## src/hw/rtl/cnra_pkg.sv

```systemverilog
// Shared constants, payload structs and pipeline structs for the centre-nearest run allocator.
// No dependencies; every other file of the block imports this package.
package cnra_pkg;

    localparam int MAX_SIDE = 64;
    localparam int ROW_W    = $clog2(MAX_SIDE);
    localparam int SIDE_W   = $clog2(MAX_SIDE + 1);
    localparam int LEN_W    = 7;
    localparam int CFG_W    = 7;
    localparam int COORD_W  = 7;
    localparam int HL_W     = $clog2(ROW_W + 1);
    localparam int C0_W     = SIDE_W + 1;
    localparam int COST_W   = 2 * SIDE_W;

    localparam logic REQ_ALLOC = 1'b0;
    localparam logic REQ_CLEAR = 1'b1;

    typedef logic [MAX_SIDE-1:0] t_row_bits;

    typedef struct packed {
        logic             req_type;
        logic [LEN_W-1:0] run_length;
    } t_req;

    typedef struct packed {
        logic               granted;
        logic [COORD_W-1:0] row;
        logic [COORD_W-1:0] first_col;
        logic [COORD_W-1:0] last_col;
    } t_rsp;

    // Per-request values held constant while the rows are scanned.
    typedef struct packed {
        logic [SIDE_W-1:0]      side;
        logic [LEN_W-1:0]       len;
        logic [HL_W-1:0]        hlog;
        logic [ROW_W-1:0]       sh;
        logic [SIDE_W-1:0]      k;
        logic signed [C0_W-1:0] c0;
    } t_ctx;

    // Best run found in one row.
    typedef struct packed {
        logic              vld;
        logic              found;
        logic [ROW_W-1:0]  row;
        logic [ROW_W-1:0]  col;
        logic [COST_W-1:0] cost;
    } t_row_res;

endpackage

```

## src/hw/rtl/cnra_row_mem.sv

```systemverilog
// Occupancy memory: one row bitmap per entry, registered read, one write port.
// Per-row valid bits let a clear empty every row at once. Depends on cnra_pkg.
module cnra_row_mem
    import cnra_pkg::*;
(
    input  logic             i_clk,
    input  logic             i_rst_n,
    input  logic             i_rd_en,
    input  logic [ROW_W-1:0] i_rd_addr,
    output t_row_bits        o_rd_data,
    input  logic             i_wr_en,
    input  logic [ROW_W-1:0] i_wr_addr,
    input  t_row_bits        i_wr_data,
    input  logic             i_clr
);

    t_row_bits             r_mem [MAX_SIDE];
    logic [MAX_SIDE-1:0]   r_row_vld;
    t_row_bits             r_rd_data;
    logic                  r_rd_vld;

    always_ff @(posedge i_clk) begin
        if (i_wr_en) begin
            r_mem[i_wr_addr] <= i_wr_data;
        end
        if (i_rd_en) begin
            r_rd_data <= r_mem[i_rd_addr];
        end
    end

    always_ff @(posedge i_clk) begin
        if (!i_rst_n || i_clr) begin
            r_row_vld <= '0;
            r_rd_vld  <= 1'b0;
        end else begin
            if (i_wr_en) begin
                r_row_vld[i_wr_addr] <= 1'b1;
            end
            if (i_rd_en) begin
                r_rd_vld <= r_row_vld[i_rd_addr];
            end
        end
    end

    // A row never written since the last clear reads as all free.
    assign o_rd_data = r_rd_vld ? r_rd_data : '0;

endmodule

```

## config.mk

```make
export PLATFORM = sky130hd
export DESIGN_NAME = cnra_row_mem
export DESIGN_NICKNAME = d
export VERILOG_FILES = /design/src/hw/rtl/cnra_pkg.sv /design/src/hw/rtl/cnra_row_mem.sv
export SDC_FILE = /design/constraint.sdc
export NUM_CORES = 2
export LEC_CHECK = 0
export BUFFER_PORTS_ARGS = -buffer_cell sky130_fd_sc_hd__buf_2
export CAP_MARGIN = 20
export CORE_UTILIZATION = 60
export DETAILED_ROUTE_END_ITERATION = 10
export PLACE_DENSITY_LB_ADDON = 0.15
export SLEW_MARGIN = 30
export SYNTH_ARGS = -nofsm -noshare
export SYNTH_HDL_FRONTEND = slang
export SYNTH_SLANG_ARGS = --single-unit
```

## constraint.sdc

```tcl
create_clock -name i_clk -period 9.5 [get_ports i_clk]
set_clock_uncertainty 0.15 [all_clocks]
set_input_delay 0.95 -clock i_clk [delete_from_list [all_inputs] [get_ports i_clk]]
set_output_delay 0.95 -clock i_clk [all_outputs]
set_load 0.005 [all_outputs]
```

==> results.ini <==
[worst_setup_path]
worstPathArrival_ns = 4.70
crit_start_category = input port
timing.critical_path.to_type = flop
critPathRequiredTime_ns = 10.05
criticalPathCategory = in2reg
critical_path_peak_fanout = 67

[power]
switching_power_mw = 8.00
power_report.internal_total_mw = 30.8
static-leakage-power_nw = 55.9
pwr_density_cell_nw_per_um2 = 215
p_sw_frac = 0.206
vdd.ir_drop.worst_mv = 0.180
comb_power_share = 0.042
sequentialPowerShare = 0.534
share_clk_of_total_power = 0.424

[sta]
setup_repair_after_global_routing_missed_its_margin = no
timing_max_transition_violations_final = 0
worst_slew_pin_slew_ns = 1.07
setup_ws_ns = 5.35
post-route-min-period_ns = 4.15
finalSetupViolations = 0
maxClockFrequency_mhz = 241
timing.final.hold_violations = 0
setup_tns_ns = 0
timing.max_slew.rel_slack = 0.284
finalCritPeriodShare = 0.437

[floorplanning]
placementRows = 189
core_area_sq_um = 265000
fp.dieW_microns = 518
die_h_microns = 518
fp.dieArea_sq_um = 268000
boundaryPins = 145
initial_utilization = 0.603

[clock_network]
clockRootBuffer = sky130_fd_sc_hd__clkbuf_16
cts.sink_count = 4225
cts.reportedPaths.clkPinSlew_ns = 0.06
clock_path_buffers = 4
clock_tree_from_tritoncts = built
cts.htree.levels = 5
cts_buffers = 416
setup_fix_buffers_added_after_clock_tree_synthesis = 0
count_of_instances_resized_after_the_clock_tree_is_built = 0
cts_hold_buf = 0
clock_insertion_delay_worst_skew_ns = 0.97

[yosys]
synthXorXnorAreaFrac = 0
synthTopCellsByCount = 4,160 x sky130_fd_sc_hd__edfxtp_1, 1,356 x sky130_fd_sc_hd__mux4_2, 183 x sky130_fd_sc_hd__clkbuf_1, 82 x sky130_fd_sc_hd__buf_2, 65 x sky130_fd_sc_hd__dfxtp_1
netlist-cell-type-count = 31
post-synth-top-area-cell = sky130_fd_sc_hd__edfxtp_1
ys_dominant_reg_cell = sky130_fd_sc_hd__edfxtp_1
synth_warnings = 0
synth_adder_area_share = 0
synth_top_family_by_area = multiplexers
synth.most_common_cell = sky130_fd_sc_hd__edfxtp_1
yosysSeqAreaShare = 0.791
netlist_area_sq_um = 160000
synth_compound_gate_area_share = 0.00362
post-synth-top-area-fraction = 0.782
synth_fp_nets = 6251
synth-edff-count = 4160
ys_ff_latch = 4225
post_synthesis_instance_total = 6170
synth_async_sr_flop_share = 0
muxShareOfSynthArea = 0.192
yosys.area_share.simple = 0.00572
avgSynthCellArea_sq_um = 25.9
synth_area_leaders = sky130_fd_sc_hd__edfxtp_1 78%, sky130_fd_sc_hd__mux4_2 19%, sky130_fd_sc_hd__dfxtp_1 0.82%, sky130_fd_sc_hd__clkbuf_1 0.43%, sky130_fd_sc_hd__o21a_1 0.30%

[global_route]
grt_remaining_overflow = 0
via_count_of_the_first_global_routing_pass = 73501
grt_pass1_wl_microns = 577000
grt_antenna_before_repair = 24
grt_max_degree = 134
globalRouteTotalUtil = 0.313

[cells_and_area]
layout.cell_area.non_filler_sq_um = 180000
final_cells = 10529
drive_above_1_share = 0.341
final_nets = 6695
final_core_utilization = 0.680
syn2layout_area_growth_pct = 12.9

[route]
route.detailed.wl_per_inst_microns = 39.5
route.antenna.remaining_nets = 0
drt-total-wl_microns = 416000
first_pass_iters = 8
detail_route.iter0.violations = 10758
detail_route.vias_per_cell = 7.07
routed-via-count = 74454
post-route-drc-count = 0

[run]
maxCapViolCount = 0

[placement]
globalplace.congestion = 0.793
post-place-cells = 9721
numPortBuffers = 144
place_area_sq_um = 166000
place_hpwl_microns = 203000
dpl_worst_slack_ns = 4.37

[min_path]
worstHoldPathType = in2reg

[status]
outcome = complete, no violations

[flip-flops by register name (all words and copies together), names as in the netlist]
register	count
r_mem	4096
r_rd_data	64
r_row_vld	64
r_rd_vld	1
[worst max-delay path, stage by stage]
cell and delay (ns):
sky130_fd_sc_hd__buf_12 0.20, sky130_fd_sc_hd__buf_16 0.42, sky130_fd_sc_hd__buf_4 0.72, sky130_fd_sc_hd__buf_4 0.59
sky130_fd_sc_hd__mux4_2 0.59, sky130_fd_sc_hd__mux4_2 0.50, sky130_fd_sc_hd__mux4_2 0.46
[layout make-up]
class / count / area, sq um
sequential: 4225 / 126000
fill: 15808 / 84700
multi-input combinational: 1618 / 32600
clock buffer: 489 / 10800
tap: 3533 / 4420
timing repair buffer: 352 / 3300
clock inverter: 286 / 2830
antenna: 25 / 62.6
inverter: 1 / 3.75
[power by group through the flow]
stage	Combinational (mW)	Sequential [mW]	Clock [mW]
after floorplan	0.996	21.1	0
after global routing	1.72	20.7	17.3
after CTS	1.64	20.7	16.6
after detailed placement	1.63	21.1	0
final	1.64	20.7	16.4
after global placement	1.59	21.1	0
[cells in the final DEF (no fill, tap or decap), types with 10 or more instances in the layout]
cell                         instances
sky130_fd_sc_hd__dfxtp_1            64
sky130_fd_sc_hd__buf_4             205
sky130_fd_sc_hd__nand2_1            10
sky130_fd_sc_hd__nor2b_1            12
sky130_fd_sc_hd__clkinv_1          106
sky130_fd_sc_hd__clkinv_2           89
sky130_fd_sc_hd__buf_12             31
sky130_fd_sc_hd__mux4_2           1356
sky130_fd_sc_hd__o21a_1             64
sky130_fd_sc_hd__clkbuf_1           67
sky130_fd_sc_hd__edfxtp_1         4160
sky130_fd_sc_hd__bufinv_16          47
sky130_fd_sc_hd__nor2_4             60
sky130_fd_sc_hd__buf_2              84
sky130_fd_sc_hd__clkbuf_16         420
sky130_fd_sc_hd__clkinvlp_4         14
sky130_fd_sc_hd__diode_2            25
sky130_fd_sc_hd__and2_1             64
sky130_fd_sc_hd__buf_16             21
[worst paths after layout]
kind              cells past startpoint  slack (ns)                        from                         end
setup / recovery                      7        5.35                i_rd_addr[0]     r_rd_data[41]$_DFFE_PP_
hold / removal                        1        0.25               i_wr_data[21]      r_mem[8][21]$_DFFE_PP_
setup reg to reg                      3        7.03     r_mem[63][26]$_DFFE_PP_     r_rd_data[26]$_DFFE_PP_
hold reg to reg                       1        0.31  r_row_vld[62]$_SDFFE_PP0P_  r_row_vld[62]$_SDFFE_PP0P_
[metal layers]
layer,global-route usage,part of all wire
met1,0.455,0.37
met5,0,0.00016
met2,0.489,0.48
met3,0.0559,0.11
met4,0.107,0.036
[metrics by stage]
| step | hold WS (ns) | total power [mW] |
|---|---|---|
| 4_1_cts | 0.313 | 38.9 |
| 3_5_place_dp | 0.298 | 22.7 |
| 2_1_floorplan | 0.283 | 22.1 |
| 3_3_place_gp | 0.290 | 22.7 |
| 6_report | 0.252 | 38.8 |
| 5_1_grt | 0.232 | 39.7 |
[logic make-up (layout without fill, tap and decap cells)]
logic type      count (synthesis)  after routing
buf+inv                       327           1128
mux                          1362           1362
other cells                     0             25
simple gates                  178            178
flops                        4225           4225
compound gates                 78             78
No activity file was read; power rests on OpenSTA's default activity.
