$ cat src/hw/rtl/cnra_pkg.sv
// Shared constants, payload structs and pipeline structs for the centre-nearest run allocator.
// No dependencies; every other file of the block imports this package.
package cnra_pkg;

    localparam int MAX_SIDE = 64;
    localparam int ROW_W    = $clog2(MAX_SIDE);
    localparam int SIDE_W   = $clog2(MAX_SIDE + 1);
    localparam int LEN_W    = 7;
    localparam int CFG_W    = 7;
    localparam int COORD_W  = 7;
    localparam int HL_W     = $clog2(ROW_W + 1);
    localparam int C0_W     = SIDE_W + 1;
    localparam int COST_W   = 2 * SIDE_W;

    localparam logic REQ_ALLOC = 1'b0;
    localparam logic REQ_CLEAR = 1'b1;

    typedef logic [MAX_SIDE-1:0] t_row_bits;

    typedef struct packed {
        logic             req_type;
        logic [LEN_W-1:0] run_length;
    } t_req;

    typedef struct packed {
        logic               granted;
        logic [COORD_W-1:0] row;
        logic [COORD_W-1:0] first_col;
        logic [COORD_W-1:0] last_col;
    } t_rsp;

    // Per-request values held constant while the rows are scanned.
    typedef struct packed {
        logic [SIDE_W-1:0]      side;
        logic [LEN_W-1:0]       len;
        logic [HL_W-1:0]        hlog;
        logic [ROW_W-1:0]       sh;
        logic [SIDE_W-1:0]      k;
        logic signed [C0_W-1:0] c0;
    } t_ctx;

    // Best run found in one row.
    typedef struct packed {
        logic              vld;
        logic              found;
        logic [ROW_W-1:0]  row;
        logic [ROW_W-1:0]  col;
        logic [COST_W-1:0] cost;
    } t_row_res;

endpackage

$ cat src/hw/rtl/cnra_row_eval.sv
// Five-stage row evaluator: free-window map, nearest candidates either side of the
// optimum, their costs, and the row's best run. Depends on cnra_pkg.
module cnra_row_eval
    import cnra_pkg::*;
(
    input  logic             i_clk,
    input  logic             i_rst_n,
    input  t_ctx             i_ctx,
    input  logic             i_vld,
    input  logic [ROW_W-1:0] i_row,
    input  t_row_bits        i_data,
    output t_row_res         o_res
);

    // Sum of |y - k| over one side of the centre, signed so that a window lying
    // wholly on one side subtracts the part it does not cover.
    function automatic logic signed [COST_W-1:0] f_half(input logic signed [C0_W:0] x);
        logic [SIDE_W-1:0]   n;
        logic [COST_W-1:0]   t;
        begin
            n = (x >= 0) ? SIDE_W'(x) : SIDE_W'(-x - 1);
            t = COST_W'((COST_W'(n) * COST_W'(n + SIDE_W'(1))) >> 1);
            f_half = (x >= 0) ? $signed(t) : -$signed(t);
        end
    endfunction

    logic             r1_vld, r2_vld, r3_vld, r4_vld;
    logic [ROW_W-1:0] r1_row, r2_row, r3_row, r4_row;
    t_row_bits        r1_ph, r2_w;
    logic             r3_lf, r3_rf, r4_lf, r4_rf;
    logic [ROW_W-1:0] r3_lc, r3_rc, r4_lc, r4_rc;
    logic signed [COST_W-1:0] r4_fl, r4_fr;
    logic [COST_W-1:0] r4_rowterm;
    logic              r5_vld, r5_found;
    logic [ROW_W-1:0]  r5_row, r5_col;
    logic [COST_W-1:0] r5_cost;

    t_row_bits        free_bits, ph, w_bits, wl, wr;
    logic             lf, rf;
    logic [ROW_W-1:0] lc, rc;
    logic signed [C0_W:0] xl1, xl2, xr1, xr2;
    logic [SIDE_W-1:0] dr;
    logic [COST_W-1:0] cost_l, cost_r;

    // Stage 1: free cells inside the grid, then runs of 2**hlog free cells.
    always_comb begin
        for (int j = 0; j < MAX_SIDE; j++) begin
            free_bits[j] = !i_data[j] && (SIDE_W'(j) < i_ctx.side);
        end
        ph = free_bits;
        for (int i = 0; i < ROW_W; i++) begin
            if (HL_W'(i) < i_ctx.hlog) begin
                ph = ph & (ph >> (1 << i));
            end
        end
    end

    // Stage 2: two overlapping power-of-two windows cover any length.
    assign w_bits = r1_ph & (r1_ph >> i_ctx.sh);

    // Stage 3: nearest free window at or left of the optimum and right of it.
    always_comb begin
        for (int j = 0; j < MAX_SIDE; j++) begin
            wl[j] = r2_w[j] && ($signed(C0_W'(j)) <= i_ctx.c0);
            wr[j] = r2_w[j] && ($signed(C0_W'(j)) >  i_ctx.c0);
        end
        lf = 1'b0;
        lc = '0;
        for (int j = 0; j < MAX_SIDE; j++) begin
            if (wl[j]) begin
                lf = 1'b1;
                lc = ROW_W'(j);
            end
        end
        rf = 1'b0;
        rc = '0;
        for (int j = MAX_SIDE - 1; j >= 0; j--) begin
            if (wr[j]) begin
                rf = 1'b1;
                rc = ROW_W'(j);
            end
        end
    end

    // Stage 4 operands: first cell a = c+1, last cell b = c+len, one-based.
    always_comb begin
        xl1 = $signed({2'b00, i_ctx.k}) - $signed({1'b0, 1'b0, 1'b0, r3_lc} + (C0_W+1)'(1));
        xl2 = $signed({2'b00, SIDE_W'(r3_lc)}) + $signed({2'b00, i_ctx.len})
              - $signed({2'b00, i_ctx.k});
        xr1 = $signed({2'b00, i_ctx.k}) - $signed({1'b0, 1'b0, 1'b0, r3_rc} + (C0_W+1)'(1));
        xr2 = $signed({2'b00, SIDE_W'(r3_rc)}) + $signed({2'b00, i_ctx.len})
              - $signed({2'b00, i_ctx.k});
        dr  = ({1'b0, r3_row} + SIDE_W'(1) > i_ctx.k) ?
              ({1'b0, r3_row} + SIDE_W'(1) - i_ctx.k) : (i_ctx.k - {1'b0, r3_row} - SIDE_W'(1));
    end

    // Stage 5: total cost, ties to the lower column.
    always_comb begin
        cost_l = r4_rowterm + COST_W'(r4_fl);
        cost_r = r4_rowterm + COST_W'(r4_fr);
    end

    always_ff @(posedge i_clk) begin
        r1_ph      <= ph;
        r1_row     <= i_row;
        r2_w       <= w_bits;
        r2_row     <= r1_row;
        r3_lf      <= lf;
        r3_rf      <= rf;
        r3_lc      <= lc;
        r3_rc      <= rc;
        r3_row     <= r2_row;
        r4_fl      <= f_half(xl1) + f_half(xl2);
        r4_fr      <= f_half(xr1) + f_half(xr2);
        r4_rowterm <= COST_W'(i_ctx.len) * COST_W'(dr);
        r4_lf      <= r3_lf;
        r4_rf      <= r3_rf;
        r4_lc      <= r3_lc;
        r4_rc      <= r3_rc;
        r4_row     <= r3_row;
        r5_row     <= r4_row;
        if (r4_lf && (!r4_rf || cost_l <= cost_r)) begin
            r5_found <= 1'b1;
            r5_col   <= r4_lc;
            r5_cost  <= cost_l;
        end else begin
            r5_found <= r4_rf;
            r5_col   <= r4_rc;
            r5_cost  <= cost_r;
        end
    end

    always_ff @(posedge i_clk) begin
        if (!i_rst_n) begin
            r1_vld <= 1'b0;
            r2_vld <= 1'b0;
            r3_vld <= 1'b0;
            r4_vld <= 1'b0;
            r5_vld <= 1'b0;
        end else begin
            r1_vld <= i_vld;
            r2_vld <= r1_vld;
            r3_vld <= r2_vld;
            r4_vld <= r3_vld;
            r5_vld <= r4_vld;
        end
    end

    assign o_res = '{vld: r5_vld, found: r5_found, row: r5_row, col: r5_col, cost: r5_cost};

endmodule

$ cat config.mk
export PLATFORM = sky130hd
export DESIGN_NAME = cnra_row_eval
export DESIGN_NICKNAME = d
export VERILOG_FILES = /design/src/hw/rtl/cnra_pkg.sv /design/src/hw/rtl/cnra_row_eval.sv
export SDC_FILE = /design/constraint.sdc
export NUM_CORES = 2
export LEC_CHECK = 0
export BUFFER_PORTS_ARGS = -buffer_cell sky130_fd_sc_hd__clkbuf_2
export CAP_MARGIN = 20
export CORE_ASPECT_RATIO = 0.8
export CORE_UTILIZATION = 35
export CTS_BUF_LIST = sky130_fd_sc_hd__clkbuf_4 sky130_fd_sc_hd__clkbuf_8 sky130_fd_sc_hd__clkbuf_16
export DETAILED_ROUTE_END_ITERATION = 10
export PLACE_DENSITY = 0.58
export SYNTH_ARGS = -nofsm -noshare
export SYNTH_HDL_FRONTEND = slang
export SYNTH_SLANG_ARGS = --single-unit
$ cat constraint.sdc
create_clock -name i_clk -period 22.4 [get_ports i_clk]
set_input_delay 4.48 -clock i_clk [delete_from_list [all_inputs] [get_ports i_clk]]
set_output_delay 4.48 -clock i_clk [all_outputs]
set_load 0.01 [all_outputs]
==> flow_summary_export.csv <==
group,metric,value,unit
critical_path,slowest_stage,"nand2_1",
critical_path,path_class,"input pin to register",
floorplanning,initial_core_util,35.6,%
sta,max_freq,76.6,MHz
logic_synthesis,yosys-top-cells-count,"nand2_1 (417), inv_1 (320), nor2_1 (307), a21oi_1 (295), ha_1 (272)",
global_routing,antenna_found_initial,3,
logic_synthesis,syn_area,0.0302,sq mm
logic_synthesis,yosysMostFrequentCell,"nand2_1",
cts,cts_hold_buf,0,
logic_synthesis,ys_seq_elements,254,
sta,finalCritPeriodShare,58.3,%
cts,clk_pin_slew_worst_paths,0.06,ns
logic_synthesis,async_reset_ff_share,0,%
cts,numCtsBuffers,28,
critical_path,r2r-start,"r3_rc[0]",
logic_synthesis,yosys_warnings,0,
layout,drive_gt1_share,10.1,%
detailed_routing,antenna_left,0,
detailed_routing,first_iter_violations,2437,
cts,clock_latency,0.63,ns
critical_path,path_max_fanout,19,
logic_synthesis,synth.area.top_cells,"dfxtp_1 (17%), ha_1 (11%), fa_1 (10%)",
global_routing,grt_max_degree,74,
global_routing,grt.total_usage,20.8,%
sta,grt_setup_unrepaired,"no",
sta,fin_tns_setup,0,ns
sta,drv_slew,0,
worst_hold_path,hold_start,"r4_row[5]",
sta,min_period,13.06,ns
logic_synthesis,yosys.area.top_type,"dfxtp_1",
sta,slew_headroom,26.5,%
floorplanning,chipWidth,330,microns
place,dp.final_hpwl,75.1,mm
sta,setup_viol,0,
run_status,status,"complete, no violations",
detailed_routing,drc,0,
layout,area_delta_synth_final,8.66,%
cts,postCtsSetupBuffers,0,
logic_synthesis,synth_edf_count,0,
logic_synthesis,netlist.area_leader.share,16.9,%
worst_hold_path,holdCritPathClass,"register to register",
detailed_routing,first_pass_iters,6,
floorplanning,die_h,265,microns
cts,cts_resized,0,
detailed_routing,avgViaCountPerCell,5.50,
sta,finClkSkew,0.0571,ns
layout,nNetsFinal,4383,
floorplanning,fp.coreArea,0.0846,sq mm
sta,tightest_slew,1.10,ns
logic_synthesis,syn_inst,3810,
detailed_routing,finalWirelength,92.4,mm
critical_path,worstPathRequired,22.86,ns
cts,clock_sinks,254,
place,gp_congestion,0.938,
cts,htreeDepth,1,
floorplanning,die_area,0.0874,sq mm
critical_path,cp-startpoint,"i_ctx[8]",
cts,cts_buffer_depth,3,
global_routing,grt_pass1_vias,25700,
global_routing,overflow,0,
global_routing,grt_pass1_wl,145,mm
cts,cts_root_buf,"clkbuf_16",
sta,hold_violations,0,
detailed_routing,vias,27400,
critical_path,cp_slowest_stage_delay,0.56,ns
job,drv_cap,0,
detailed_routing,wl_per_cell,18.5,microns
floorplanning,ioPinCount,139,
logic_synthesis,synth_ff_type,"dfxtp_1",
logic_synthesis,syn_avg_cell_area,7.92,sq um
logic_synthesis,synth_seq_area_share,16.9,%
critical_path,cp.arrival,13.52,ns
place,io_buffers,138,
critical_path,cp-start-kind,"input pin",
critical_path,crit_path_end_kind,"register",
logic_synthesis,ys_types,100,
cts,cts_tree,"yes",
floorplanning,fp-row-count,95,
==> logic make-up after synthesis <==
family          after synthesis  share of synthesized area, %
simple gates               1287                          20.7
compound gates              984                          20.9
buf+inv                     488                          6.24
fa+ha+maj                   430                          21.8
flops                       254                          16.9
xor+xnor                    212                          6.28
mux                         153                          7.20
other cells                   2                        0.0249
==> registers in the layout, indices dropped and copies added, names as in the netlist, 6 cells and up <==
name        cells
r3_lc           6
r4_row          6
r1_ph          64
r4_fl          14
r2_row          6
r4_rc           6
r4_lc           6
r5_cost        14
r1_row          6
r3_row          6
r5_col          6
r5_row          6
r4_rowterm     14
r4_fr          14
r2_w           64
r3_rc           6
==> critical path: cells and delay by family <==
family                     cells  cell delay (ns)
AOI/OAI and AO/OA              5             1.48
xor gates and xnor gates       4             0.97
adders and majority gates     10             4.22
buffers and inverters          3             0.34
and+or+nand+nor                9             2.01
==> cells in the final DEF, fill, tap and decap left out, types with 55 or more instances in the layout <==
master and count:
a21o_1 69, a21oi_1 294, and2_1 76, clkbuf_2 138
dfxtp_1 254, fa_1 158, ha_1 272, inv_1 320
mux2i_1 67, nand2_1 417, nand2b_1 101, nand3_1 75
nor2_1 304, nor2b_1 55, nor3_1 60, o21ai_0 211
xnor2_1 155
==> per-layer routing <==
metal	global-route usage [%]	vias up	wire [microns]
met2	31.5	948	39800
met3	4.15	95	7300
li1	-	13300	-
met5	0	-	0
met4	3.19	0	1330
met1	30.6	13000	44000
==> worst paths after layout <==
kind,to,slack (ns),cells after the start
max,r4_fr[13],9.34,31
min,r5_row[5],0.32,0
min reg2reg,r5_row[5],0.32,0
max reg2reg,r4_fr[13],12.82,31
==> through the flow <==
stage          instance area [sq um]  worst slack (ns)  cells  utilization, %  hold slack (ns)
2_1_floorplan                  30200              9.67   3812               -            0.310
3_3_place_gp                   31800              8.92   4926            37.5            0.311
3_5_place_dp                   31800              8.80   4926            37.5            0.312
4_1_cts                        32800              9.42   4978            38.7            0.324
5_1_grt                        32800              8.58   4981            38.7            0.330
6_report                       32800              9.34   4982            38.7            0.324
==> final cells by class <==
type	instances	area, sq um
multi-input combinational	3070	23200
sequential	254	5080
antenna	3	7.51
clock buffer	35	778
timing repair buffer	161	863
clock inverter	17	201
inverter	327	1230
tap	1115	1400
fill	8878	51900
Power is left out: the tool's default activity adds up to more than one toggle a clock period on the data nets, which glitch-free logic cannot reach.
